<file path="src/hw/rtl/csd_pkg.sv">
// Shared constants, state encoding and a helper function for the closest segment distance block.
`default_nettype none
package csd_pkg;
   localparam int FRAC_BITS = 16;
   localparam int COORD_W   = 32;
   localparam int DIFF_W    = COORD_W + 1;
   localparam int MAG_W     = COORD_W + 2;
   localparam int PROD_W    = 2 * MAG_W;
   localparam int WIDE_W    = PROD_W + 1;
   localparam int T_W       = 32;
   localparam int ROOT_W    = PROD_W / 2;
   localparam int DIST_W    = FRAC_BITS + 14;
   localparam int CMP_W     = (ROOT_W > DIST_W) ? ROOT_W : DIST_W;
   localparam int CNT_W     = $clog2(MAG_W + 1);
   localparam logic [DIST_W-1:0] DIST_CAP = DIST_W'(10000) << FRAC_BITS;

   typedef enum logic [3:0] {
      ST_IDLE, ST_PROD, ST_PRODW, ST_SUM, ST_CHOOSE, ST_DIVW, ST_SCALE, ST_SCALEW,
      ST_ROUND, ST_ERR, ST_FSQ, ST_FSQW, ST_VSUM, ST_SQRTW, ST_FIN
   } state_type;

   function automatic logic [MAG_W-1:0] mag_of(input logic signed [MAG_W:0] v);
      logic signed [MAG_W:0] a;
      a = v[MAG_W] ? -v : v;
      return a[MAG_W-1:0];
   endfunction
endpackage
`default_nettype wire

</file>
<file path="src/hw/rtl/csd_sqrt.sv">
// Digit-by-digit integer square root, one root bit per cycle.
`default_nettype none
module csd_sqrt (
   input  wire logic                       clock,
   input  wire logic                       reset,
   input  wire logic                       load,
   input  wire logic [csd_pkg::PROD_W-1:0] v,
   output logic                            busy,
   output logic [csd_pkg::ROOT_W-1:0]      root
);
   import csd_pkg::*;

   localparam int REM_W = ROOT_W + 4;

   logic [PROD_W-1:0] src_ff;
   logic [REM_W-1:0]  rem_ff, rem_sh, trial, rem_in;
   logic [ROOT_W-1:0] root_ff;
   logic [CNT_W-1:0]  cnt_ff;
   logic              ge;

   always_comb begin
      rem_sh = {rem_ff[REM_W-3:0], src_ff[PROD_W-1:PROD_W-2]};
      trial  = {2'b00, root_ff, 2'b01};
      ge     = (rem_sh >= trial);
      rem_in = ge ? (rem_sh - trial) : rem_sh;
   end

   always_ff @(posedge clock) begin
      if (reset) begin
         cnt_ff <= '0;
      end else if (load) begin
         cnt_ff <= CNT_W'(ROOT_W);
      end else if (cnt_ff != '0) begin
         cnt_ff <= cnt_ff - 1'b1;
      end
   end

   always_ff @(posedge clock) begin
      if (load) begin
         src_ff  <= v;
         rem_ff  <= '0;
         root_ff <= '0;
      end else if (cnt_ff != '0) begin
         src_ff  <= {src_ff[PROD_W-3:0], 2'b00};
         rem_ff  <= rem_in;
         root_ff <= {root_ff[ROOT_W-2:0], ge};
      end
   end

   assign busy = (cnt_ff != '0);
   assign root = root_ff;
endmodule
`default_nettype wire

</file>
<file path="config.mk">
export PLATFORM = sky130hd
export DESIGN_NAME = csd_sqrt
export DESIGN_NICKNAME = d
export VERILOG_FILES = /design/src/hw/rtl/csd_pkg.sv /design/src/hw/rtl/csd_sqrt.sv
export SDC_FILE = /design/constraint.sdc
export NUM_CORES = 1
export LEC_CHECK = 0
export BUFFER_PORTS_ARGS = -buffer_cell sky130_fd_sc_hd__buf_4
export CORE_ASPECT_RATIO = 2
export CORE_MARGIN = 5
export CORE_UTILIZATION = 55
export CTS_BUF_LIST = sky130_fd_sc_hd__clkbuf_16
export DETAILED_ROUTE_END_ITERATION = 6
export HOLD_SLACK_MARGIN = 0.1
export PLACE_DENSITY = 0.8
export REMOVE_ABC_BUFFERS = 1
export SETUP_SLACK_MARGIN = 0.05
export SKIP_LAST_GASP = 1
export SYNTH_ARGS = -nofsm -noshare
export SYNTH_HDL_FRONTEND = slang
export SYNTH_SLANG_ARGS = --single-unit
</file>
<file path="constraint.sdc">
create_clock -name clock -period 10.3 [get_ports clock]
set_clock_uncertainty 0.2 [all_clocks]
set_input_delay 1.545 -clock clock [delete_from_list [all_inputs] [get_ports clock]]
set_output_delay 1.545 -clock clock [all_outputs]
set_load 0.02 [all_outputs]
</file>
==> impl_metrics.env <==
export IMPL_detailroute_wirelength_met2_mm=10.3
export IMPL_place_congestion=0.952
export IMPL_portBuffers=105
export IMPL_layout_nets=994
export IMPL_maxCapViolCount=0
export IMPL_power_leakage_uw=0.00373
export IMPL_final_cell_area_um2=9390
export IMPL_syn_to_final_growth_pct=18.8
export IMPL_die_height_um=180
export IMPL_cp_required_ps=8560
export IMPL_detail_route_iter0_violations=273
export IMPL_die_area_um2=17000
export IMPL_cts_root_buf="clkbuf_16"
export IMPL_pin_count_of_the_biggest_net_entering_global_routing=83
export IMPL_prevailing_post_synth_register_cell="dfxtp_1"
export IMPL_route_layer_met1_wl_mm=6.56
export IMPL_netlist_instances=801
export IMPL_setup_violations_final=0
export IMPL_grt_use_total_pct=22.7
export IMPL_cts_hold_buffers=0
export IMPL_post_route_cells_drive_above_1_share_pct=24.7
export IMPL_placement_setup_worst_slack_ps=5960
export IMPL_run_status="completed"
export IMPL_via_count=6113
export IMPL_core_region_area_um2=14300
export IMPL_layout_cells_most_common="buf_4"
export IMPL_worstPathBufferInverterCount=4
export IMPL_final_worst_setup_slack_ps=5550
export IMPL_grt_pass1_vias=6201
export IMPL_max_slew_worst_pin_slew_ps=921
export IMPL_final_hold_violation_count=0
export IMPL_vdd_ir_drop_worst_mv=0.201
export IMPL_cts_made_buffers=17
export IMPL_critPathArrivalTime_ps=3010
export IMPL_final_setup_tns_ps=0
export IMPL_asyncSetResetFlopFracSynth_pct=0
export IMPL_clockBufferDepth=2
export IMPL_slew_limit_headroom_pct=38.6
export IMPL_fmaxAchievable_ghz=0.210
export IMPL_detail_route_first_pass_iterations=4
export IMPL_fp_row_count=62
export IMPL_grt_setup_unrepaired="no"
export IMPL_htree_levels=4
export IMPL_antenna_violations_before_repair=0
export IMPL_path_delay_family="buffers and inverters"
export IMPL_sinks_on_clock_net=144
export IMPL_hp_class="register to register"
export IMPL_synth_enable_flop_cells=68
export IMPL_cp_common_cell="buf_4"
export IMPL_cts_setup_buffers=0
export IMPL_yosysWarningCount=0
export IMPL_critical_path_endpoint_type="primary output"
export IMPL_clock_latency_ps=430
export IMPL_post_dp_hpwl_mm=13.4
export IMPL_post_drt_via_cell_ratio=5.60
export IMPL_start_util_pct=55.4
export IMPL_chipWidth_um=94.8
export IMPL_cpMaxStageDelayCell="nor3_2"
export IMPL_path_clk_slew_ps=60
export IMPL_detail_route_drc_violations=0
export IMPL_holdWs_ps=276
export IMPL_dr_wl_met3_mm=1.00
export IMPL_timing_final_max_slew_violations=0
export IMPL_synth_seq_cells=144
export IMPL_start_kind="register"
export IMPL_totalPowerFinal_uw=2800
export IMPL_post_synth_num_cell_types=61
export IMPL_synth_yosys_seq_area_share_pct=45.1
export IMPL_cp_slowest_stage_delay_ps=670
export IMPL_global_route_wire_length_before_repair_mm=30.2
export IMPL_post_layout_min_period_ps=4750
export IMPL_tritoncts="built"
export IMPL_diodes=0
export IMPL_post_dp_cell_area_um2=8780
export IMPL_worstSetupPathType="register to primary output"
export IMPL_global_route_overflow_total=0
export IMPL_detail_route_wirelength_mm=18.6
export IMPL_power_per_cell_area_nw_per_um2=298
export IMPL_ctsResizeCount=0
export IMPL_layout_worst_path_cycle_share_pct=46.2
export IMPL_i_o_pin_count=106
export IMPL_timing_critical_path_fanout_max=49
export IMPL_leading_cell_types_in_the_layout_fill_and_taps_excluded="buf_4, nand2_1, dfxtp_1"
export IMPL_syn_cell_area_um2=7910
export IMPL_critical_path_cell_chain="inv_1 -> ha_1 -> nand2_1 -> nor3_2 -> buf_4 -> inv_2 -> buf_4"
export IMPL_routed_wire_length_per_instance_um=17.0
export IMPL_final_antenna_net_count=0
export IMPL_route_top_layer_used="met4"
export IMPL_syn_mean_instance_area_um2=9.87
worst register-to-register path, cell delays in order (launching register included):
cell and delay (ps):
dfxtp_1 400, inv_1 70, ha_1 400, a21oi_1 280, o21ai_1 130, a21oi_1 210
o21ai_1 120, a221oi_1 280, a21boi_2 230, o211a_2 510, buf_4 480, mux2i_1 290
a211oi_1 100
kinds of logic after synthesis:
group,Yosys count,synth area share (%)
flops,144,45.1
fa+ha+maj,37,5.86
mux,98,13.5
compound gates,186,15.1
simple gates,211,11.8
xor+xnor,35,3.88
buf+inv,90,4.75
registers in the layout, indices dropped and copies added, names as in the netlist:
register	flops
rem_ff	36
src_ff	68
cnt_ff	6
root	34
synth_stat cells, drive strengths merged (2+ instances only):
cell type | number | area (um^2)
o31ai | 3 | 41.3
nand3 | 3 | 15.0
and3 | 3 | 18.8
a21o | 13 | 98.9
mux2i | 31 | 310
or2 | 3 | 18.8
nor4 | 4 | 25.0
o21bai | 4 | 30.0
o22ai | 3 | 18.8
nor2 | 56 | 210
or4 | 2 | 15.0
o21a | 5 | 45.0
edfxtp | 68 | 2040
a31oi | 7 | 43.8
xnor2 | 26 | 228
nor3 | 9 | 56.3
nor2b | 6 | 37.5
clkbuf | 39 | 146
o211ai | 2 | 15.0
dfxtp | 76 | 1520
xor2 | 9 | 78.8
a311oi | 2 | 23.8
ha | 37 | 463
o21ai | 26 | 130
nor3b | 2 | 15.0
nand2b | 3 | 18.8
buf | 5 | 56.3
a21boi | 4 | 33.8
and2 | 4 | 25.0
nand4 | 13 | 81.3
inv | 45 | 169
a21oi | 76 | 384
mux2 | 67 | 754
nand2 | 101 | 382
a211oi | 29 | 218
final timing paths:
check	start	to	slack [ps]	cells past startpoint
max reg2reg	root[15]	rem_ff[31]	6430	12
min reg2reg	root[33]	root[33]	280	2
max	cnt_ff[0]	busy	5550	7
min	root[33]	root[33]	280	2
through the flow:
step,util [%],cells
6_report,65.8,1091
5_1_grt,65.8,1091
4_1_cts,65.8,1091
3_5_place_dp,61.5,1059
3_3_place_gp,61.5,1059
2_1_floorplan,-,757
report_power, final:
part	internal (uW)	total (uW)	leakage [uW]	switching [uW]
combinational	600	1360	0.00210	759
clock	394	644	0.000298	250
sequential	729	797	0.00133	68.0
layout make-up:
| class | instances | area (um^2) |
|---|---|---|
| fill | 1192 | 4880 |
| inverter | 46 | 173 |
| timing repair buffer | 110 | 826 |
| multi-input combinational | 567 | 3970 |
| clock buffer | 18 | 450 |
| clock inverter | 14 | 164 |
| tap | 192 | 240 |
| sequential | 144 | 3560 |
layer usage:
layer | track usage [%] | vias up
li1 | - | 3035
met1 | 22.8 | 2849
met2 | 41.5 | 180
met3 | 6.03 | 49
met4 | 11.6 | 0
met5 | 0 | -
(Power assumes the default switching activity.)
