### config.mk
export PLATFORM = sky130hd
export DESIGN_NAME = csd_mul
export DESIGN_NICKNAME = d
export VERILOG_FILES = /design/src/hw/rtl/csd_pkg.sv /design/src/hw/rtl/csd_mul.sv
export SDC_FILE = /design/constraint.sdc
export NUM_CORES = 1
export LEC_CHECK = 0
export BUFFER_PORTS_ARGS = -buffer_cell sky130_fd_sc_hd__buf_2
export CAP_MARGIN = 20
export CORE_MARGIN = 10
export CORE_UTILIZATION = 40
export DETAILED_ROUTE_END_ITERATION = 8
export GPL_TIMING_DRIVEN = 0
export PLACE_DENSITY = 0.67
export SYNTH_ARGS = -nofsm -noshare
export SYNTH_HDL_FRONTEND = slang
export SYNTH_SLANG_ARGS = --single-unit
### constraint.sdc
create_clock -name clock -period 3.03 [get_ports clock]
set_clock_uncertainty 0.1 [all_clocks]
set_input_delay 0.1515 -clock clock [delete_from_list [all_inputs] [get_ports clock]]
set_output_delay 0.1515 -clock clock [all_outputs]
set_load 0.1 [all_outputs]
### src/hw/rtl/csd_pkg.sv
// Shared constants, state encoding and a helper function for the closest segment distance block.
`default_nettype none
package csd_pkg;
   localparam int FRAC_BITS = 16;
   localparam int COORD_W   = 32;
   localparam int DIFF_W    = COORD_W + 1;
   localparam int MAG_W     = COORD_W + 2;
   localparam int PROD_W    = 2 * MAG_W;
   localparam int WIDE_W    = PROD_W + 1;
   localparam int T_W       = 32;
   localparam int ROOT_W    = PROD_W / 2;
   localparam int DIST_W    = FRAC_BITS + 14;
   localparam int CMP_W     = (ROOT_W > DIST_W) ? ROOT_W : DIST_W;
   localparam int CNT_W     = $clog2(MAG_W + 1);
   localparam logic [DIST_W-1:0] DIST_CAP = DIST_W'(10000) << FRAC_BITS;

   typedef enum logic [3:0] {
      ST_IDLE, ST_PROD, ST_PRODW, ST_SUM, ST_CHOOSE, ST_DIVW, ST_SCALE, ST_SCALEW,
      ST_ROUND, ST_ERR, ST_FSQ, ST_FSQW, ST_VSUM, ST_SQRTW, ST_FIN
   } state_type;

   function automatic logic [MAG_W-1:0] mag_of(input logic signed [MAG_W:0] v);
      logic signed [MAG_W:0] a;
      a = v[MAG_W] ? -v : v;
      return a[MAG_W-1:0];
   endfunction
endpackage
`default_nettype wire

### src/hw/rtl/csd_mul.sv
// Bit-serial shift-add multiplier, one multiplier bit per cycle.
`default_nettype none
module csd_mul (
   input  wire logic                       clock,
   input  wire logic                       reset,
   input  wire logic                       load,
   input  wire logic [csd_pkg::MAG_W-1:0]  a,
   input  wire logic [csd_pkg::MAG_W-1:0]  b,
   output logic                            busy,
   output logic [csd_pkg::PROD_W-1:0]      product
);
   import csd_pkg::*;

   logic [MAG_W-1:0]  a_ff;
   logic [PROD_W-1:0] acc_ff, acc_in;
   logic [CNT_W-1:0]  cnt_ff;
   logic [MAG_W:0]    sum;

   always_comb begin
      sum    = {1'b0, acc_ff[PROD_W-1:MAG_W]} + (acc_ff[0] ? {1'b0, a_ff} : '0);
      acc_in = {sum, acc_ff[MAG_W-1:1]};
   end

   always_ff @(posedge clock) begin
      if (reset) begin
         cnt_ff <= '0;
      end else if (load) begin
         cnt_ff <= CNT_W'(MAG_W);
      end else if (cnt_ff != '0) begin
         cnt_ff <= cnt_ff - 1'b1;
      end
   end

   always_ff @(posedge clock) begin
      if (load) begin
         a_ff   <= a;
         acc_ff <= {{MAG_W{1'b0}}, b};
      end else if (cnt_ff != '0) begin
         acc_ff <= acc_in;
      end
   end

   assign busy    = (cnt_ff != '0);
   assign product = acc_ff;
endmodule
`default_nettype wire

==> flow_summary.toml, run 1 <==
[status]
status = "finished, violations left"
violations = "negative setup slack"

[synth]
synthAdderAreaFrac_pct = 7.53
yosysMostFrequentCell = "edfxtp_1"
syn_avg_cell_area_um2 = 10.2
synth_compound_area_share_pct = 17.2
synth-simple-area-share_pct = 16.1
synth-edff-count = 68
synthXorXnorAreaFrac_pct = 3.17
ys_top_cells_by_area = "edfxtp_1, dfxtp_1, ha_1"
synth_top_area_share_pct = 33.6
synth_mux_area_share_pct = 6.46
yosys-top-cells-count = "edfxtp_1, nand2_1, a21oi_1"
synth_top_family_by_area = "compound AO/OA/AOI/OAI gates"
syn_nets = 702
yosysTopAreaCell = "edfxtp_1"
synth_cells = 595
async_flop_share_pct = 0
synth-seq-area-share_pct = 46.7
yosysWarnings = 0
ys_ff_latch = 108
synthesis.area_mm2 = 0.00608
yosysUniqueCellTypes = 69
synth_flop_cell = "edfxtp_1"

[clock_network]
cts_sinks = 108
clock-root-buffer = "clkbuf_16"
clock_latency_ps = 360
cts_tree = "done"
clkTransAtPathRegs_ps = 80
clock_path_buffers = 2
htreeDepth = 3
cts_made_buffers = 9

[die]
die_h_um = 143
row_count = 45
start_util_pct = 40.5
io_pins = 140
fp.dieW_um = 143
die-area_mm2 = 0.0205
core-area_mm2 = 0.0150

[final_layout]
layout.nets = 937
syn_to_final_growth_pct = 40.2
final_core_util_pct = 56.7
drive_gt1_share_pct = 33.5
finalNonFillerCells = 1024
finish.instance_area_mm2 = 0.00853

[place]
port_buffers = 139
dp_hpwl_mm = 13.3
pre_cts_slack_ps = -545
placed_cells = 923
place_congestion = 0.889
placed_area_mm2 = 0.00707

[pwr]
power_density_mw_per_mm2 = 874
peakVddDrop_mv = 0.551
p_sw_mw = 3.84
power_frac_seq_pct = 28.0
cellLeakagePower_nw = 3.56
power_mw = 7.45
pwr-share-comb_pct = 55.3
power.internal_mw = 3.62
p_clk_share_pct = 16.7
p_sw_share_pct = 51.5

[critical_path]
cpPeakStageDelay_ps = 470
critPathMaxFanout = 5
path_cells = "clkbuf_8 > and2_4 > ha_4 > inv_2 > fa_2 > nand2b_4 > a211oi_4 > o2111ai_4 > a211oi_4 > nor3_4 > or3_1 > a311oi_1"
end_kind = "flop"
slowest_stage = "edfxtp_1"
worstSetupStartpointType = "flop"
worstPathRequired_ps = 3200
crit_type = "flop to flop"
path_buf_inv = 2
critical-path-top-delay-family = "compound AO/OA/AOI/OAI gates"
arrival_ps = 3290
cpMostUsedCell = "a211oi_4"

[worst_hold_path]
hp-class = "input pin to flop"

[global_routing]
grt_pass1_wl_mm = 29.8
grt_pass1_vias = 5728
grt.overflow.total = 0
grt_max_degree = 39
grt_usage_pct = 18.1
antenna_found_initial = 0

[sta]
rsz0062_at_grt = "yes"
tightest_slew_ps = 1020
finalCriticalPeriod_ps = 3120
setup_viol = 3
relSlewSlack_pct = 32.1
finalHoldViolCount = 0
max_freq_mhz = 320
hold_ws_ps = 11.3
slew_viol_final = 0
post-route-period-util_pct = 103
layout_setup_ws_ps = -94.2
tns_ps = -149

[routing]
drcViolationCount = 0
num_vias = 5472
wirelength_mm = 19.0
wire_per_inst_um = 18.6
ant_nets = 0
drt_iter0_markers = 274
via_per_inst = 5.34
drt_pre_antenna_iters = 5

[run]
maxCapViolCount = 0
## worst paths after layout
kind	start	endpoint	slack [ps]	depth (start not counted)
worst min-delay path	b[9]	product[9]	10	2
worst max register to register	product[0]	product[67]	-90	12
worst min register to register	product[48]	product[48]	370	2
worst max-delay path	product[0]	product[67]	-90	12
## area by class of cell
type,instances,area [um2]
Tap cell,188,235
Fill cell,1288,6500
Antenna cell,1,2.50
Timing Repair Buffer,229,1580
Clock inverter,6,73.8
Multi-Input combinational cell,443,3400
Inverter,17,63.8
Sequential cell,108,2840
Buffer,22,106
Clock buffer,10,229
## kinds of logic after synthesis
family | after synthesis
adders and majority gates | 36
xor gates and xnor gates | 22
AOI/OAI and AO/OA | 155
muxes | 35
DFF | 108
buffers and inverters | 44
and+or+nand+nor | 195
## power by group through the flow
stage / sequential [mW] / combinational, mW / clock (mW)
final: 2.09 / 4.12 / 1.24
after global placement: 2.09 / 3.71 / 0
after floorplan: 3.78 / 1.34 / 0
after CTS: 2.08 / 3.96 / 1.27
after global routing: 2.12 / 4.37 / 1.31
after detailed placement: 2.10 / 3.75 / 0
## placed cells by master, fill, tap and decap left out, types with 4 or more instances in the layout
| master | count |
|---|---|
| clkbuf_1 | 8 |
| buf_1 | 5 |
| xnor2_1 | 12 |
| mux2_2 | 34 |
| buf_2 | 144 |
| ha_1 | 24 |
| inv_6 | 5 |
| a21oi_2 | 6 |
| buf_4 | 18 |
| nand2_1 | 60 |
| o211ai_1 | 8 |
| inv_1 | 15 |
| xor2_1 | 10 |
| a31oi_1 | 4 |
| and2_4 | 5 |
| and2_1 | 33 |
| nor3_1 | 10 |
| a21o_1 | 16 |
| nand4_1 | 11 |
| ha_2 | 7 |
| o21ai_0 | 10 |
| o21a_1 | 4 |
| ha_4 | 4 |
| o31ai_1 | 4 |
| o21ai_1 | 13 |
| a21oi_1 | 43 |
| dlygate4sd3_1 | 68 |
| clkbuf_16 | 9 |
| o21ai_2 | 5 |
| nand3_1 | 10 |
| a211oi_1 | 4 |
| nor2_1 | 32 |
| nand2b_1 | 4 |
| or3_1 | 6 |
| dfxtp_1 | 40 |
| edfxtp_1 | 68 |
## flip-flops by register name, indices dropped and copies added, names as in the netlist
register and count:
product 68, a_ff 34, cnt_ff 6
## repair_timing
action	4_1_cts	5_1_grt
hold endpoints to repair	73	0
buffers inserted	10	11
pin swaps	11	9
resized for setup	31	39
gates cloned	1	0
hold buffers	68	0
endpoints found under the setup margin	52	40
## layer usage
| layer | up-vias | routed length, um | share of wire, % | global-route usage (%) |
|---|---|---|---|---|
| met2 | 152 | 9260 | 49 | 30.1 |
| met4 | 0 | 404 | 2.1 | 5.00 |
| met1 | 2629 | 8180 | 43 | 22.2 |
| met5 | - | 0 | 0 | 0 |
| li1 | 2667 | - | - | - |
| met3 | 24 | 1190 | 6.2 | 5.38 |
(Power assumes the default switching activity.)
==> inputs of run 2 (changes only) <==
- PLACE_DENSITY: 0.67 -> 0.75
==> run 2 against run 1 <==
The flow still finishes with violations (negative setup slack); sequential cell count unchanged; die area did not move; largest power group unchanged; power up 0.19%; global-route usage fell by 0.25 points; critical path depth unchanged; non-clock buffer count is 4 lower; utilization up 0.17 points; sequential share of layout area fell by 0.10 points; setup slack improved by 31 ps; clock-buffer cell count shrank 1; wire length fell by 1.7%; worst hold slack improved by 22 ps; critical endpoint is now product[63]; critical path type unchanged.
==> flow_summary.toml, run 2 (synthesis results as in run 1) <==
[worst_hold_path]
hold_start = "b[32]"
hold_depth = 2
hp-class = "input pin to flop"
worst_hold_path.endpoint = "product[32]"

[pwr]
power.internal_mw = 3.60
pwr-share-comb_pct = 55.8
power_mw = 7.47
p_sw_mw = 3.87
cellLeakagePower_nw = 3.53
p_clk_share_pct = 15.8
power_frac_seq_pct = 28.4
peakVddDrop_mv = 0.603
power_density_mw_per_mm2 = 873
p_sw_share_pct = 51.8

[clock_network]
cts_sinks = 108
clock_path_buffers = 2
htreeDepth = 3
clock-root-buffer = "clkbuf_16"
cts_tree = "done"
clkTransAtPathRegs_ps = 80
clock_latency_ps = 360
cts_made_buffers = 9

[routing]
wire_per_inst_um = 18.3
drt_pre_antenna_iters = 6
drcViolationCount = 0
num_vias = 5545
drt_iter0_markers = 365
ant_nets = 0
wirelength_mm = 18.7
via_per_inst = 5.44

[sta]
post-route-period-util_pct = 102
finalHoldViolCount = 0
tns_ps = -156
tightest_slew_ps = 950
layout_setup_ws_ps = -62.7
slew_viol_final = 0
finalCriticalPeriod_ps = 3090
relSlewSlack_pct = 36.6
hold_ws_ps = 33.7
rsz0062_at_grt = "yes"
setup_viol = 3
max_freq_mhz = 323

[place]
place_congestion = 0.950
dp_hpwl_mm = 13.0
pre_cts_slack_ps = -419
placed_cells = 923
placed_area_mm2 = 0.00707
port_buffers = 139

[global_routing]
grt_usage_pct = 17.8
grt_max_degree = 39
grt_pass1_vias = 5623
grt.overflow.total = 0
antenna_found_initial = 0
grt_pass1_wl_mm = 29.2

[final_layout]
layout.nets = 933
largest_reg_flops = 68
multiInputGateArea_mm2 = 0.00345
final_core_util_pct = 56.9
drive_gt1_share_pct = 33.9
finish.instance_area_mm2 = 0.00856
final_common_cell = "buf_2"
finalNonFillerCells = 1019
seqCellArea_mm2 = 0.00284
syn_to_final_growth_pct = 40.6
diodes = 0
mostFrequentLayoutCells = "buf_2, edfxtp_1, dlygate4sd3_1"
nFillCells = 1228

[die]
row_count = 45
fp.dieW_um = 143
io_pins = 140
die_h_um = 143
core-area_mm2 = 0.0150
start_util_pct = 40.5
die-area_mm2 = 0.0205

[critical_path]
reg2reg_slack_ps = -60
arrival_ps = 3280
end_kind = "flop"
worstReg2RegEnd = "product[63]"
worstSetupStartpointType = "flop"
worstRegToRegCells = 12
critPathMaxFanout = 4
worstPathRequired_ps = 3210
crit_type = "flop to flop"
r2r-start = "product[0]"

[run]
maxCapViolCount = 0

[status]
violations = "negative setup slack"
status = "finished, violations left"
run 2: cell count changes in the layout (fill, tap and decap cells not counted), moves of 3 or more:
cell | before | now
ha_4 | 4 | 13
buf_4 | 18 | 14
ha_1 | 24 | 21
ha_2 | 7 | 1
run 2: power by group through the flow:
| stage | registers (mW) | clock network (mW) | logic [mW] |
|---|---|---|---|
| after detailed placement | 2.11 | 0 | 3.73 |
| after global routing | 2.16 | 1.25 | 4.42 |
| after floorplan | 3.78 | 0 | 1.34 |
| after global placement | 2.11 | 0 | 3.69 |
| after CTS | 2.09 | 1.20 | 3.93 |
| final | 2.12 | 1.18 | 4.17 |
run 2: what timing repair did:
item | in CTS | in global routing
setup endpoints to repair | 50 | 50
endpoints found under the hold margin | 73 | 0
buffers inserted | 6 | 10
resized for setup | 30 | 47
pin swaps | 8 | 20
hold buffers | 68 | 0
run 2: worst max-delay path by stage:
stage          slack [ps]          end  cells past startpoint       start
4_1_cts               -80  product[66]                     11  product[0]
6_report              -60  product[63]                     12  product[0]
3_3_place_gp         -550  product[28]                      8   cnt_ff[0]
2_1_floorplan        -540  product[67]                     12  product[0]
5_1_grt              -180  product[63]                     12  product[0]
3_5_place_dp         -420  product[67]                     12  product[0]
run 2: layout make-up:
class / count / share of cell area (%)
plain buffers: 23 / 1.29
clock buffers: 9 / 2.63
clock inverters: 7 / 0.790
inverters: 17 / 0.790
multi-input cells: 443 / 40.4
flip-flops and latches: 108 / 33.2
well taps: 188 / 2.75
repair buffers: 224 / 18.1
run 2: metal layers:
metal | vias up | GRT usage (%) | wire (um)
li1 | 2669 | - | -
met1 | 2610 | 21.5 | 7680
met2 | 231 | 28.7 | 8730
met3 | 35 | 6.96 | 1790
met4 | 0 | 5.53 | 497
met5 | - | 0 | 0
run 2: worst max-delay path, stage by stage (launching register included):
cell	delay [ps]
edfxtp_1	470
clkbuf_8	180
and2_4	140
ha_4	130
inv_2	40
fa_2	350
nand2b_4	170
a211oi_4	270
o2111ai_4	190
a211oi_2	300
nor3_2	110
or4_1	480
o211ai_1	90
==> inputs of run 3 (changes only) <==
- RECOVER_POWER: default -> 100
==> run 3 against run 2 <==
The run still ends with negative setup slack left; setup slack improved by 8.6 ps; clock power barely moved; worst hold slack improved by 0.95 ps; first-iteration DRC count fell by 4.4%; critical path type unchanged.
==> flow_summary.toml, run 3 (synthesis results as in run 1) <==
[status]
status = "finished, violations left"
violations = "negative setup slack"

[routing]
wirelength_mm = 18.7
routed.top_layer = "met4"
wl_met3_mm = 1.68
ant_nets = 0
drt_iter0_markers = 349
num_vias = 5569
drt_pre_antenna_iters = 5
m1WireLength_mm = 7.75
via_per_inst = 5.47
wire_per_inst_um = 18.3
route.met2.wl_mm = 8.80
drcViolationCount = 0

[global_routing]
grt_usage_pct = 17.8
antenna_found_initial = 0
grt.overflow.total = 0
grt_pass1_vias = 5623
grt_pass1_wl_mm = 29.2
grt_max_degree = 39

[clock_network]
cts_sinks = 108
cts_made_buffers = 9
htreeDepth = 3
clock-root-buffer = "clkbuf_16"
clock_path_buffers = 2
cts_tree = "done"
clock_latency_ps = 370
clkTransAtPathRegs_ps = 80

[critical_path]
slowest_stage = "or4_1"
crit_type = "flop to flop"
path_cells = "clkbuf_8 > and2_4 > ha_4 > inv_2 > fa_2 > nand2b_4 > a211oi_4 > o2111ai_4 > a211oi_2 > nor3_2 > or4_1 > o211ai_1"
end_kind = "flop"
critical-path-top-delay-family = "simple AND/OR/NAND/NOR gates"
critPathMaxFanout = 4
worstPathRequired_ps = 3210
path_buf_inv = 2
cpPeakStageDelay_ps = 480
arrival_ps = 3270
worstSetupStartpointType = "flop"

[die]
core-area_mm2 = 0.0150
row_count = 45
fp.dieW_um = 143
io_pins = 140
die-area_mm2 = 0.0205
start_util_pct = 40.5
die_h_um = 143

[final_layout]
diodes = 0
final_common_cell = "buf_2"
final_core_util_pct = 56.4
finish.instance_area_mm2 = 0.00848
drive_gt1_share_pct = 26.5
syn_to_final_growth_pct = 39.3
largest_reg_flops = 68
mostFrequentLayoutCells = "buf_2, clkbuf_1, edfxtp_1, dlygate4sd3_1, nand2_1"
layout.nets = 933
nFillCells = 1254

[pwr]
pwr-share-comb_pct = 55.5
peakVddDrop_mv = 0.598
p_sw_share_pct = 52.2
power_density_mw_per_mm2 = 875
power_mw = 7.41
cellLeakagePower_nw = 3.32
p_sw_mw = 3.87
power_frac_seq_pct = 28.6
p_clk_share_pct = 15.9
power.internal_mw = 3.54

[sta]
finalCriticalPeriod_ps = 3080
setup_viol = 3
rsz0062_at_grt = "yes"
post-route-period-util_pct = 102
max_freq_mhz = 324
tns_ps = -138
layout_setup_ws_ps = -54.1
slew_viol_final = 0
tightest_slew_ps = 1230
relSlewSlack_pct = 18.5
finalHoldViolCount = 0

[place]
port_buffers = 139
dp_hpwl_mm = 13.0
place_congestion = 0.950
placed_area_mm2 = 0.00707

[run]
maxCapViolCount = 0

[worst_hold_path]
hp-class = "input pin to flop"
[run 3: worst reg2reg max path, delay by kind of cell, from the launching register on]
| kind | cells | cell delay (ps) |
|---|---|---|
| AOI/OAI and AO/OA | 4 | 850 |
| adders and majority gates | 2 | 480 |
| buffers and inverters | 2 | 220 |
| DFF | 1 | 470 |
| and+or+nand+nor | 4 | 890 |
[run 3: power by group through the flow]
stage               Combinational, mW  Clock (mW)  Sequential [mW]
CTS                              3.93        1.20             2.09
finish                           4.11        1.18             2.12
global route                     4.36        1.25             2.16
floorplan                        1.34           0             3.78
global placement                 3.69           0             2.11
detailed placement               3.73           0             2.11
[run 3: final timing paths]
check / startpoint / cells past startpoint / slack (ps) / end
worst min register to register: product[57] / 2 / 370 / product[57]
worst max-delay path: product[0] / 12 / -50 / product[63]
worst max register to register: product[0] / 12 / -50 / product[63]
worst min-delay path: b[32] / 2 / 30 / product[32]
[run 3: cell type report]
cell class	count	area [um2]	area share, %
tap	188	235	2.77
inverter	17	67.6	0.797
clock inverter	7	67.6	0.797
multi-input combinational	443	3450	40.7
timing repair buffer	224	1480	17.4
clock buffer	9	225	2.66
sequential	108	2840	33.5
buffer	23	110	1.30
[run 3: per-stage QoR]
step	instances	setup WS [ps]	hold WS [ps]
final	1019	-54.1	34.7
after global routing	1019	-184	19.4
after CTS	1013	-77.2	2.08
after detailed placement	923	-419	230
after global placement	922	-548	229
after floorplan	595	-544	121
[run 3: what timing repair did]
action | in CTS | in global routing
setup buffers | 6 | 10
hold endpoints to repair | 73 | 0
pin swaps | 8 | 20
hold buffers | 68 | 0
endpoints found under the setup margin | 50 | 50
resized for setup | 30 | 47
[run 3: metal layers]
layer | vias up | GRT usage, %
li1 | 2670 | -
met1 | 2642 | 21.5
met2 | 225 | 28.7
met3 | 32 | 6.96
met4 | 0 | 5.53
met5 | - | 0
