`src/hw/rtl/csd_pkg.sv`:
```
// Shared constants, state encoding and a helper function for the closest segment distance block.
`default_nettype none
package csd_pkg;
   localparam int FRAC_BITS = 16;
   localparam int COORD_W   = 32;
   localparam int DIFF_W    = COORD_W + 1;
   localparam int MAG_W     = COORD_W + 2;
   localparam int PROD_W    = 2 * MAG_W;
   localparam int WIDE_W    = PROD_W + 1;
   localparam int T_W       = 32;
   localparam int ROOT_W    = PROD_W / 2;
   localparam int DIST_W    = FRAC_BITS + 14;
   localparam int CMP_W     = (ROOT_W > DIST_W) ? ROOT_W : DIST_W;
   localparam int CNT_W     = $clog2(MAG_W + 1);
   localparam logic [DIST_W-1:0] DIST_CAP = DIST_W'(10000) << FRAC_BITS;

   typedef enum logic [3:0] {
      ST_IDLE, ST_PROD, ST_PRODW, ST_SUM, ST_CHOOSE, ST_DIVW, ST_SCALE, ST_SCALEW,
      ST_ROUND, ST_ERR, ST_FSQ, ST_FSQW, ST_VSUM, ST_SQRTW, ST_FIN
   } state_type;

   function automatic logic [MAG_W-1:0] mag_of(input logic signed [MAG_W:0] v);
      logic signed [MAG_W:0] a;
      a = v[MAG_W] ? -v : v;
      return a[MAG_W-1:0];
   endfunction
endpackage
`default_nettype wire

```
`src/hw/rtl/csd_div.sv`:
```
// Restoring divider that produces one quotient bit per cycle.
`default_nettype none
module csd_div (
   input  wire logic                       clock,
   input  wire logic                       reset,
   input  wire logic                       load,
   input  wire logic [csd_pkg::WIDE_W-1:0] num,
   input  wire logic [csd_pkg::WIDE_W-1:0] den,
   output logic                            busy,
   output logic [csd_pkg::T_W-1:0]         quot
);
   import csd_pkg::*;

   logic [WIDE_W-1:0] rem_ff, den_ff, shifted, rem_in;
   logic [T_W-1:0]    t_ff;
   logic [CNT_W-1:0]  cnt_ff;
   logic              ge;

   always_comb begin
      shifted = {rem_ff[WIDE_W-2:0], 1'b0};
      ge      = (shifted >= den_ff);
      rem_in  = ge ? (shifted - den_ff) : shifted;
   end

   always_ff @(posedge clock) begin
      if (reset) begin
         cnt_ff <= '0;
      end else if (load) begin
         cnt_ff <= CNT_W'(T_W);
      end else if (cnt_ff != '0) begin
         cnt_ff <= cnt_ff - 1'b1;
      end
   end

   always_ff @(posedge clock) begin
      if (load) begin
         rem_ff <= num;
         den_ff <= den;
         t_ff   <= '0;
      end else if (cnt_ff != '0) begin
         rem_ff <= rem_in;
         t_ff   <= {t_ff[T_W-2:0], ge};
      end
   end

   assign busy = (cnt_ff != '0);
   assign quot = t_ff;
endmodule
`default_nettype wire

```
`config.mk`:
```
export PLATFORM = sky130hd
export DESIGN_NAME = csd_div
export DESIGN_NICKNAME = d
export VERILOG_FILES = /design/src/hw/rtl/csd_pkg.sv /design/src/hw/rtl/csd_div.sv
export SDC_FILE = /design/constraint.sdc
export NUM_CORES = 1
export LEC_CHECK = 0
export ABC_AREA = 1
export BUFFER_PORTS_ARGS = -buffer_cell sky130_fd_sc_hd__buf_2
export CAP_MARGIN = 20
export CORE_MARGIN = 1
export CORE_UTILIZATION = 40
export CTS_BUF_LIST = sky130_fd_sc_hd__clkbuf_2 sky130_fd_sc_hd__clkbuf_4 sky130_fd_sc_hd__clkbuf_8
export DETAILED_ROUTE_END_ITERATION = 12
export PLACE_DENSITY = 0.68
export SYNTH_ARGS = -nofsm -noshare
export SYNTH_HDL_FRONTEND = slang
export SYNTH_SLANG_ARGS = --single-unit
```
`constraint.sdc`:
```
create_clock -name clock -period 7.15 [get_ports clock]
set_input_delay 0.715 -clock clock [delete_from_list [all_inputs] [get_ports clock]]
set_output_delay 0.715 -clock clock [all_outputs]
set_load 0.01 [all_outputs]
```
==> impl_summary.txt, run 1 <==
----------------------------------------------------
[Power]
  Sequential group share of total power ... 0.254
  Internal cell power ... ~3 mW
  Sw frac ... 0.509
  P per Cell Area ... roughly 390 nW/um^2
  Psw ... 3.05 mW
  Portion of total power attributed to the clock network ... 0.116
  Combinational Power Share ... 0.630
  Static Leak ... 8.25 nW
  Largest voltage drop on the vdd net ... a little over 0.0002 V

[Synthesis]
  Cell accounting for the most synthesized area ... sky130_fd_sc_hd__edfxtp_1
  Count of flip-flops with a built-in enable after synthesis ... approximately 140
  Number of storage elements in the synthesis netlist ... approximately 180
  Async set-or-reset flop fraction in the synthesized netlist ... 0
  Post-synthesis net count ... 2284
  Biggest area contributors in the synthesized netlist ... sky130_fd_sc_hd__edfxtp_1 30%, sky130_fd_sc_hd__nand2_1 22%, sky130_fd_sc_hd__inv_1 11%
  Gate count of the mapped netlist ... 2072
  Post-synthesis instance area ... 13700 sq um
  Number of warnings issued by yosys ... 0
  Main synth FF type ... sky130_fd_sc_hd__edfxtp_1
  Fraction of synthesized cell area taken by the top area cell type ... 0.300
  Sequential fraction of the synthesis area ... 0.355
  Count of cell types in the netlist ... 37
  Avg Inst Size Synth ... between 6 and 7 sq um

[Cells and area]
  Final net count ... between 2000 and 2500
  Number of standard cells in the final layout excluding fillers ... about 2700
  Fraction of final layout cells sized beyond drive strength 1 ... 0.109
  Growth of design area from synthesis to finish ... 11.6%
  Diode count ... 0

[Floorplanning]
  Number of cell rows ... between 60 and 70
  Chip height ... ~190 microns
  Number of primary I/O pins ... ~170
  Die footprint ... around 35000 sq um
  Floorplan die width ... around 190 microns
  Starting utilization of the core area ... 0.408
  Core Region ... around 34000 sq um

[Timing]
  Fmax ... 0.255 GHz
  RSZ-0062 raised after global routing ... false
  Final period demand of the worst path ... 3.92 ns
  Setup clock skew after layout ... approximately 0.019 ns
  Period utilisation layout ... 0.549
  Worst Tran Pin Value ... between 0.9 and 1 ns
  Number of hold violations in the final report ... 0
  Fin worst setup slack ... 3.23 ns
  Fin Setup TNS ... 0 ns
  Max Transition Viols Final ... 0
  Worst-case headroom to the max-slew limit ... 0.344
  Number of setup violations in the final report ... 0

[GRT]
  Initial antenna violation count ... 0
  Vias in the first global route ... ~13000
  Grt ovf ... 0
  Largest net degree at the start of global routing ... 73
  Wire length of the first global-routing pass ... 65400 microns
  Global-route usage over all layers ... 0.239

[Worst hold path]
  Cell depth of the worst hold path ... 1
  Worst hold path startpoint ... den[47]
  Type of the most critical hold path ... input pin to flip-flop
  End of the worst hold path ... den_ff[47]$_DFFE_PP_

[Setup path]
  Slowest-stage cell, CP ... sky130_fd_sc_hd__nand2_4
  Reg-to-Reg End ... rem_ff[65]$_DFFE_PP_
  Reg2Reg Setup Slack ... between 3 and 4 ns
  Type of the worst setup path ... flip-flop to flip-flop
  Data required, critical path ... 7.42 ns
  Worst setup EP type ... flip-flop
  Sequence of cells on the critical path ... ha_1 > nand2_1 > nor2_1 > inv_1 > nor2_1 > nand2_1 > nor2_1 > nand2_1 > nand3_2 > nand2_4 > nand2_4 > nand3_1 > nand2_1 > nand2_1
  Peak per-stage delay on the critical path ... 0.83 ns
  Critical Path Fanout Max ... a little under 70
  Most prevalent standard cell on the critical path ... sky130_fd_sc_hd__nand2_1
  Number of cell instances on the worst register-to-register path ... 14
  Critical Path Source Type ... flip-flop
  Arr. time, crit path ... 4.20 ns
  Reg-to-reg startpoint ... rem_ff[47]$_DFFE_PP_

[Clocking]
  Number of clock sinks seen by CTS ... around 180
  Number of levels in the clock H-tree ... 4
  Worst skew pair latency ... between 0.5 and 0.6 ns
  Number of buffers inserted by post-CTS setup repair ... 0
  Number of gates resized after cts ... 0
  Maximum buffer depth of the clock tree ... 2
  CTS tree ... yes
  Reg clk slew, reported paths ... between 0.1 and 0.15 ns
  Root buffer selected by CTS ... sky130_fd_sc_hd__clkbuf_8
  Total clock buffers created by CTS ... 17
  Hold bufs inserted after CTS ... 0

[Drt]
  Antenna Nets Post-Route ... 0
  Detailed-routing iteration count for the pre-antenna-repair pass ... 5
  Vias per std cell ... 4.79
  Overall routed net length ... between 40000 and 50000 microns
  Mean routed wirelength per cell ... 15.3 microns
  DR iter-0 viols ... 924
  Count of unresolved DRC violations after routing ... 0
  Via total after detailed routing ... around 13000

[Placed design]
  Number of port buffers ... roughly 170
  Final Wtd Congestion ... about 0.94
  HPWL after DPL ... between 30000 and 40000 microns
  Worst slack after detailed placement ... around 3.3 ns
  Post-placement cell count ... 2655

[Status]
  Outcome ... finished, final reports clean

[Run]
  Max-capacitance violation count ... 0

----------------------------------------------------
sequential cells by signal, summed over array words and instances, names as in the netlist:
register / flops
den_ff: 69
rem_ff: 68
quot: 32
cnt_ff: 6
critical path: cells and delay by family (launching register included):
kind,cells,cell delay [ns]
flops,1,0.41
buf+inv,1,0.07
simple gates,12,2.61
fa+ha+maj,1,0.43
placed cells by master, fill, tap and decap left out, drive strengths merged, types with 25 or more instances in the layout:
| master | Yosys | layout |
|---|---|---|
| nand2 | 814 | 814 |
| inv | 423 | 432 |
| buf | 30 | 177 |
| nor2 | 149 | 149 |
| edfxtp | 137 | 137 |
| nand3 | 127 | 127 |
| nand3b | 83 | 83 |
| ha | 70 | 70 |
| a21oi | 64 | 64 |
| xnor2 | 39 | 39 |
| dfxtp | 38 | 38 |
| o22ai | 30 | 30 |
| o21ai | 25 | 25 |
power by group through the flow:
stage / logic, mW / registers (mW) / clock network, mW
after floorplan: 2.78 / 1.51 / 0
after global placement: 3.72 / 1.53 / 0
after detailed placement: 3.75 / 1.54 / 0
after CTS: 3.77 / 1.52 / 0.716
after global routing: 4.26 / 1.55 / 0.750
final: 3.78 / 1.52 / 0.694
synth_stat cells, types with 6 or more instances:
master                     number
sky130_fd_sc_hd__nand3_1      125
sky130_fd_sc_hd__xnor2_1       39
sky130_fd_sc_hd__o21ai_0       22
sky130_fd_sc_hd__nand3b_1      83
sky130_fd_sc_hd__inv_2         12
sky130_fd_sc_hd__o22ai_1       30
sky130_fd_sc_hd__buf_2         13
sky130_fd_sc_hd__inv_1        411
sky130_fd_sc_hd__buf_6          9
sky130_fd_sc_hd__dfxtp_1       38
sky130_fd_sc_hd__nand2_1      811
sky130_fd_sc_hd__a21oi_1       63
sky130_fd_sc_hd__clkbuf_1      12
sky130_fd_sc_hd__edfxtp_1     137
sky130_fd_sc_hd__nor2_1       138
sky130_fd_sc_hd__ha_1          70
sky130_fd_sc_hd__nor3_1         6
sky130_fd_sc_hd__buf_1          7
sky130_fd_sc_hd__nor2_2        10
cell type report:
cell class | count | area (sq um)
Fill cell | 3579 | 18300
Multi-Input combinational cell | 1431 | 7020
Sequential cell | 175 | 4870
Inverter | 424 | 1590
Timing Repair Buffer | 177 | 901
Tap cell | 448 | 561
Clock buffer | 19 | 255
Clock inverter | 13 | 123
worst max path at each step:
stage	startpoint	end	slack [ns]
after global placement	rem_ff[47]$_DFFE_PP_	rem_ff[53]$_DFFE_PP_	3.36
after global routing	rem_ff[47]$_DFFE_PP_	rem_ff[40]$_DFFE_PP_	2.92
final	rem_ff[47]$_DFFE_PP_	rem_ff[65]$_DFFE_PP_	3.23
after floorplan	load	rem_ff[0]$_DFFE_PP_	3.47
after detailed placement	rem_ff[47]$_DFFE_PP_	rem_ff[65]$_DFFE_PP_	3.31
after CTS	rem_ff[47]$_DFFE_PP_	rem_ff[65]$_DFFE_PP_	3.27
kinds of logic (layout without fill, tap and decap cells):
| kind of cell | count (synthesis) | after routing | share of synthesized area |
|---|---|---|---|
| fa+ha+maj | 71 | 71 | 0.0652 |
| buf+inv | 466 | 633 | 0.134 |
| xor+xnor | 40 | 40 | 0.0255 |
| simple gates | 1193 | 1193 | 0.369 |
| flops | 175 | 175 | 0.355 |
| compound gates | 127 | 127 | 0.0507 |
through the flow:
stage          hold WS (ns)  utilization  power [mW]  cell area, sq um
5_1_grt               0.326        0.456        6.56             15300
3_3_place_gp          0.458        0.445        5.26             14900
2_1_floorplan         0.447            -        4.29             13700
6_report              0.363        0.456        5.99             15300
3_5_place_dp          0.472        0.445        5.29             14900
4_1_cts               0.325        0.456        6.00             15300
per-layer routing:
layer / wire length [microns] / track usage / part of all wire / vias to the layer above
met5: 0 / 0 / 0 / -
met4: 736 / 0.0687 / 0.018 / 0
met3: 2090 / 0.0375 / 0.051 / 31
met2: 18200 / 0.387 / 0.44 / 328
met1: 19900 / 0.328 / 0.49 / 5802
li1: - / - / - / 6698
(Power assumes the default switching activity.)
==> run 2, diff against run 1 <==
==> constraint.sdc (replaced) <==
create_clock -name clock -period 3.9 [get_ports clock]
set_input_delay 0.39 -clock clock [delete_from_list [all_inputs] [get_ports clock]]
set_output_delay 0.39 -clock clock [all_outputs]
set_load 0.01 [all_outputs]
==> run 2 against run 1 <==
Compared with the run above:
- highest routed layer unchanged
- flip-flop and latch count did not move
- largest power group unchanged
- critical path depth fell by 2
- first-iteration DRC count fell by 17%
- sequential share of layout area fell by 0.77 points
- design area rose by 2.5%
- critical path type unchanged
- sequential power rose by 84%
==> impl_summary.txt, run 2 (synthesized netlist as in run 1, its figures left out) <==
----------------------------------------------------
[Status]
  Outcome ... finished, final reports clean

[Clocking]
  Total clock buffers created by CTS ... 17
  CTS tree ... yes
  Worst skew pair latency ... between 0.5 and 0.6 ns
  Reg clk slew, reported paths ... around 0.11 ns
  Maximum buffer depth of the clock tree ... 2
  Root buffer selected by CTS ... sky130_fd_sc_hd__clkbuf_8
  Number of clock sinks seen by CTS ... roughly 180
  Number of gates resized after cts ... 0
  Number of levels in the clock H-tree ... 4

[Setup path]
  Type of the worst setup path ... flip-flop to flip-flop
  Sequence of cells on the critical path ... ha_1 > nand2_1 > inv_1 > a21oi_1 > o21ai_0 > a21oi_1 > nand3_2 > nand2_4 > buf_4 > nand3b_1 > nand3_1 > nand2_1
  Critical Path Fanout Max ... 67
  Data required, critical path ... around 4.2 ns
  Critical Path Source Type ... flip-flop
  Worst setup EP type ... flip-flop
  Peak per-stage delay on the critical path ... 0.53 ns
  Slowest-stage cell, CP ... sky130_fd_sc_hd__buf_4
  Arr. time, crit path ... roughly 3.6 ns

[GRT]
  Vias in the first global route ... approximately 13000
  Initial antenna violation count ... 0
  Wire length of the first global-routing pass ... ~66000 microns
  Grt ovf ... 0
  Global-route usage over all layers ... 0.241
  Largest net degree at the start of global routing ... 68

[Worst hold path]
  Type of the most critical hold path ... input pin to flip-flop

[Power]
  Psw ... approximately 5.6 mW
  Portion of total power attributed to the clock network ... 0.126
  Largest voltage drop on the vdd net ... between 0.0004 and 0.0005 V
  Static Leak ... roughly 8.4 nW
  Internal cell power ... about 5.6 mW
  Sw frac ... 0.500
  P per Cell Area ... between 700 and 800 nW/um^2
  Combinational Power Share ... 0.623
  Sequential group share of total power ... 0.251

[Floorplanning]
  Starting utilization of the core area ... 0.408
  Number of primary I/O pins ... ~170
  Die footprint ... 35100 sq um
  Floorplan die width ... 187 microns
  Chip height ... 187 microns
  Core Region ... ~34000 sq um
  Number of cell rows ... 67

[Placed design]
  Placement-stage cell area ... ~15000 sq um
  Final Wtd Congestion ... 0.958
  HPWL after DPL ... around 33000 microns
  Number of port buffers ... 172

[Drt]
  Antenna Nets Post-Route ... 0
  Detailed-routing iteration count for the pre-antenna-repair pass ... 5
  DR iter-0 viols ... 766
  Overall routed net length ... approximately 40000 microns
  Vias per std cell ... ~4.7
  Via total after detailed routing ... 12900
  Count of unresolved DRC violations after routing ... 0
  Mean routed wirelength per cell ... 15.1 microns

[Cells and area]
  Fraction of final layout cells sized beyond drive strength 1 ... 0.110
  Final net count ... about 2500
  Final std cell area, no fill ... 15700 sq um
  Diode count ... 0
  Growth of design area from synthesis to finish ... 14.4%
  Most common library cell in the layout ignoring fill and taps ... sky130_fd_sc_hd__nand2_1
  Total of fill cells in the finished design ... between 3000 and 4000
  Number of flip-flops in the largest register ... around 70
  Top library cells by usage in the layout, fill and taps aside ... 810 x sky130_fd_sc_hd__nand2_1, 411 x sky130_fd_sc_hd__inv_1, 171 x sky130_fd_sc_hd__buf_2, 138 x sky130_fd_sc_hd__nor2_1, 137 x sky130_fd_sc_hd__edfxtp_1
  Most flops, register ... den_ff

[Timing]
  Final period demand of the worst path ... between 3 and 4 ns
  Period utilisation layout ... 0.840
  Max Transition Viols Final ... 0
  Fmax ... about 0.31 GHz
  Number of hold violations in the final report ... 0
  Number of setup violations in the final report ... 0
  Worst-case headroom to the max-slew limit ... 0.339
  RSZ-0062 raised after global routing ... false
  Fin Setup TNS ... 0 ns
  Worst Tran Pin Value ... 0.990 ns
  Setup clock skew after layout ... 0.0173 ns

[Run]
  Max-capacitance violation count ... 0

----------------------------------------------------
-- run 2: cell count changes in the layout (fill, tap and decap cells not counted), sizes merged --
cell,previous run,this run
clkinvlp,2,1
clkinv,3,4
buf,177,182
dlygate4sd3,0,27
bufinv,0,2
clkbuf,19,18
inv,432,431
-- run 2: per-stage QoR --
step	hold slack, ns	worst slack (ns)	power [mW]	std cells	utilization
after global routing	0.00632	0.454	12.2	2719	0.467
after CTS	0.000143	0.719	11.2	2718	0.467
after global placement	0.457	0.790	9.64	2660	0.446
final	0.0436	0.624	11.1	2719	0.467
after detailed placement	0.482	0.759	9.71	2660	0.446
after floorplan	0.447	0.433	7.86	2072	-
-- run 2: final cells by class --
class / count / area [sq um] / area share
clock buffers: 18 / 248 / 0.0158
clock inverters: 14 / 189 / 0.0120
inverters: 424 / 1590 / 0.101
multi-input cells: 1431 / 7020 / 0.447
flip-flops and latches: 175 / 4870 / 0.310
well taps: 448 / 561 / 0.0357
repair buffers: 209 / 1220 / 0.0778
-- run 2: path summary, 6_finish.rpt --
| check | startpoint | endpoint | slack, ns | cells after the start |
|---|---|---|---|---|
| setup / recovery | rem_ff[46]$_DFFE_PP_ | rem_ff[50]$_DFFE_PP_ | 0.62 | 12 |
| setup reg to reg | rem_ff[46]$_DFFE_PP_ | rem_ff[50]$_DFFE_PP_ | 0.62 | 12 |
| hold reg to reg | quot[7]$_SDFFE_PP0P_ | quot[8]$_SDFFE_PP0P_ | 0.49 | 2 |
| hold / removal | den[43] | den_ff[43]$_DFFE_PP_ | 0.04 | 1 |
-- run 2: repair_timing --
item	in CTS	in global routing
endpoints found under the setup margin	0	0
hold buffers	26	1
endpoints found under the hold margin	26	1
buffers inserted	0	0
-- run 2: power groups by stage --
stage / registers (mW) / clock network, mW / logic (mW)
2_1_floorplan: 2.77 / 0 / 5.09
3_3_place_gp: 2.82 / 0 / 6.83
3_5_place_dp: 2.83 / 0 / 6.88
4_1_cts: 2.80 / 1.45 / 6.94
5_1_grt: 2.85 / 1.51 / 7.86
6_report: 2.80 / 1.40 / 6.95
-- run 2: routing by layer --
layer	vias to the layer above	GRT usage	wire, microns
met2	264	0.397	18400
met3	25	0.0375	1950
li1	6756	-	-
met5	-	0	0
met1	5859	0.327	20000
met4	0	0.0621	630
-- run 2: critical path, delay by kind of cell, from the launching register on --
family / cells / cell delay, ns
AO/OA/AOI/OAI: 3 / 0.69
adder cells (fa/ha/maj): 1 / 0.40
buffers and inverters: 2 / 0.59
flip-flops: 1 / 0.41
AND/OR/NAND/NOR: 6 / 0.84
==> run 3, diff against run 2 <==
==> constraint.sdc (replaced) <==
create_clock -name clock -period 3.3 [get_ports clock]
set_input_delay 0.33 -clock clock [delete_from_list [all_inputs] [get_ports clock]]
set_output_delay 0.33 -clock clock [all_outputs]
set_load 0.01 [all_outputs]
==> run 3 against run 2 <==
Compared with the run above:
- combinational power is 20% higher
- routed wire length grew 2.2%
- sequential share of layout area fell by 0.95 points
- clock-buffer cell count is 1 lower
- cell count rose by 1.8%
- hold slack improved by 0.026 ns
- design area up 3.1%
- setup slack got worse by 0.25 ns
- global-route usage rose by 0.37 points
- die area unchanged
- power is 20% higher
==> impl_summary.txt, run 3 (synthesized netlist as in run 1, its figures left out) <==
----------------------------------------------------
[Setup path]
  Worst setup EP type ... flip-flop
  Data required, critical path ... between 3 and 4 ns
  Type of the worst setup path ... flip-flop to flip-flop
  Critical Path Fanout Max ... 41
  Arr. time, crit path ... 3.21 ns
  Critical Path Source Type ... flip-flop

[Floorplanning]
  Starting utilization of the core area ... 0.408
  Number of cell rows ... 67
  Core Region ... 33600 sq um
  Floorplan die width ... between 150 and 200 microns
  Die footprint ... around 35000 sq um
  Chip height ... about 190 microns
  Number of primary I/O pins ... 174

[Power]
  Sw frac ... 0.501
  Static Leak ... ~8.6 nW
  Sequential group share of total power ... 0.248
  Power Total ... 13.3 mW
  Combinational Power Share ... 0.625
  Internal cell power ... between 6 and 7 mW
  P per Cell Area ... about 820 nW/um^2
  Largest voltage drop on the vdd net ... 0.000379 V
  Portion of total power attributed to the clock network ... 0.126
  Psw ... 6.67 mW

[Run]
  Max-capacitance violation count ... 0

[Clocking]
  Number of clock sinks seen by CTS ... between 150 and 200
  Worst skew pair latency ... around 0.52 ns
  Number of gates resized after cts ... 0
  CTS tree ... yes
  Root buffer selected by CTS ... sky130_fd_sc_hd__clkbuf_8
  Number of levels in the clock H-tree ... 4
  Maximum buffer depth of the clock tree ... 2
  Hold bufs inserted after CTS ... 70
  Reg clk slew, reported paths ... roughly 0.11 ns
  Number of buffers inserted by post-CTS setup repair ... 0
  Total clock buffers created by CTS ... 17

[Timing]
  Tightest hold margin ... 0.0694 ns
  Number of hold violations in the final report ... 0
  Fin Setup TNS ... 0 ns
  Final period demand of the worst path ... 2.93 ns
  Fin worst setup slack ... approximately 0.37 ns
  Worst Tran Pin Value ... 0.821 ns
  Max Transition Viols Final ... 0
  Number of setup violations in the final report ... 0
  RSZ-0062 raised after global routing ... false
  Setup clock skew after layout ... between 0.02 and 0.025 ns
  Period utilisation layout ... 0.888
  Fmax ... 0.341 GHz
  Worst-case headroom to the max-slew limit ... 0.453

[Drt]
  Overall routed net length ... between 40000 and 50000 microns
  Mean routed wirelength per cell ... 15.1 microns
  Count of unresolved DRC violations after routing ... 0
  Detailed-routing iteration count for the pre-antenna-repair pass ... 5
  DR iter-0 viols ... ~1100
  Vias per std cell ... 4.76
  Antenna Nets Post-Route ... 0
  Via total after detailed routing ... 13200

[Cells and area]
  Final std cell area, no fill ... ~16000 sq um
  Final net count ... 2518
  Most flops, register ... den_ff
  Number of flip-flops in the largest register ... 69
  Top library cells by usage in the layout, fill and taps aside ... 810 x sky130_fd_sc_hd__nand2_1, 411 x sky130_fd_sc_hd__inv_1, 171 x sky130_fd_sc_hd__buf_2, 138 x sky130_fd_sc_hd__nor2_1, 137 x sky130_fd_sc_hd__edfxtp_1
  Growth of design area from synthesis to finish ... 18.0%
  Most common library cell in the layout ignoring fill and taps ... sky130_fd_sc_hd__nand2_1
  Fraction of final layout cells sized beyond drive strength 1 ... 0.110
  Diode count ... 0

[GRT]
  Grt ovf ... 0
  Largest net degree at the start of global routing ... between 70 and 80
  Global-route usage over all layers ... 0.244
  Initial antenna violation count ... 0
  Wire length of the first global-routing pass ... around 67000 microns
  Vias in the first global route ... roughly 13000

[Placed design]
  HPWL after DPL ... 33500 microns
  Worst slack after detailed placement ... ~0.42 ns
  Placement-stage cell area ... around 15000 sq um
  Number of port buffers ... 172
  Final Wtd Congestion ... 0.972

[Status]
  Outcome ... finished, final reports clean

[Worst hold path]
  Type of the most critical hold path ... input pin to flip-flop

----------------------------------------------------
-- run 3: cell count changes in the layout (fill, tap and decap cells not counted), moves of 2 or more --
| cell | change |
|---|---|
| sky130_fd_sc_hd__buf_4 | +4 |
| sky130_fd_sc_hd__clkinv_8 | +3 |
| sky130_fd_sc_hd__dlygate4sd3_1 | +43 |
| sky130_fd_sc_hd__inv_8 | -2 |
-- run 3: worst paths after layout --
path                            slack [ns]                 start              endpoint  depth (start not counted)
worst min register to register        0.49  quot[8]$_SDFFE_PP0P_  quot[9]$_SDFFE_PP0P_                          2
worst max register to register        0.37  rem_ff[46]$_DFFE_PP_  rem_ff[67]$_DFFE_PP_                         14
worst min-delay path                  0.07                num[2]   rem_ff[2]$_DFFE_PP_                          3
worst max-delay path                  0.37  rem_ff[46]$_DFFE_PP_  rem_ff[67]$_DFFE_PP_                         14
-- run 3: power groups by stage --
stage / sequential, mW / combinational [mW] / clock, mW
floorplan: 3.26 / 6.01 / 0
global route: 3.36 / 9.41 / 1.80
finish: 3.31 / 8.33 / 1.68
CTS: 3.30 / 8.31 / 1.74
detailed placement: 3.33 / 8.20 / 0
global placement: 3.33 / 8.14 / 0
-- run 3: stage by stage --
stage / util / cells
final: 0.482 / 2767
after global routing: 0.482 / 2767
after CTS: 0.482 / 2767
after detailed placement: 0.448 / 2665
after global placement: 0.448 / 2665
after floorplan: - / 2072
-- run 3: routing by layer --
metal | wire length (microns) | GRT usage | vias up
li1 | - | - | 6851
met1 | 20200 | 0.331 | 5936
met2 | 18800 | 0.402 | 351
met3 | 2220 | 0.0402 | 30
met4 | 656 | 0.0653 | 0
met5 | 0 | 0 | -
-- run 3: layout make-up --
type	count	area [sq um]
repair buffers	257	1700
well taps	448	561
flip-flops and latches	175	4870
clock buffers	17	234
clock inverters	15	216
multi-input cells	1431	7020
inverters	424	1590
fillers	3530	17400
-- run 3: critical path, cell delays in order, from the launching register on --
cell and delay (ns):
sky130_fd_sc_hd__edfxtp_1 0.42, sky130_fd_sc_hd__ha_1 0.41, sky130_fd_sc_hd__nand2_1 0.19, sky130_fd_sc_hd__inv_1 0.06, sky130_fd_sc_hd__a21oi_1 0.20, sky130_fd_sc_hd__o21ai_0 0.14
sky130_fd_sc_hd__a21oi_1 0.22, sky130_fd_sc_hd__nand3_2 0.15, sky130_fd_sc_hd__nand2_4 0.11, sky130_fd_sc_hd__buf_4 0.42, sky130_fd_sc_hd__nand3_1 0.14, sky130_fd_sc_hd__nand2_1 0.09
sky130_fd_sc_hd__inv_1 0.05, sky130_fd_sc_hd__nand2_1 0.05, sky130_fd_sc_hd__nand2_1 0.04
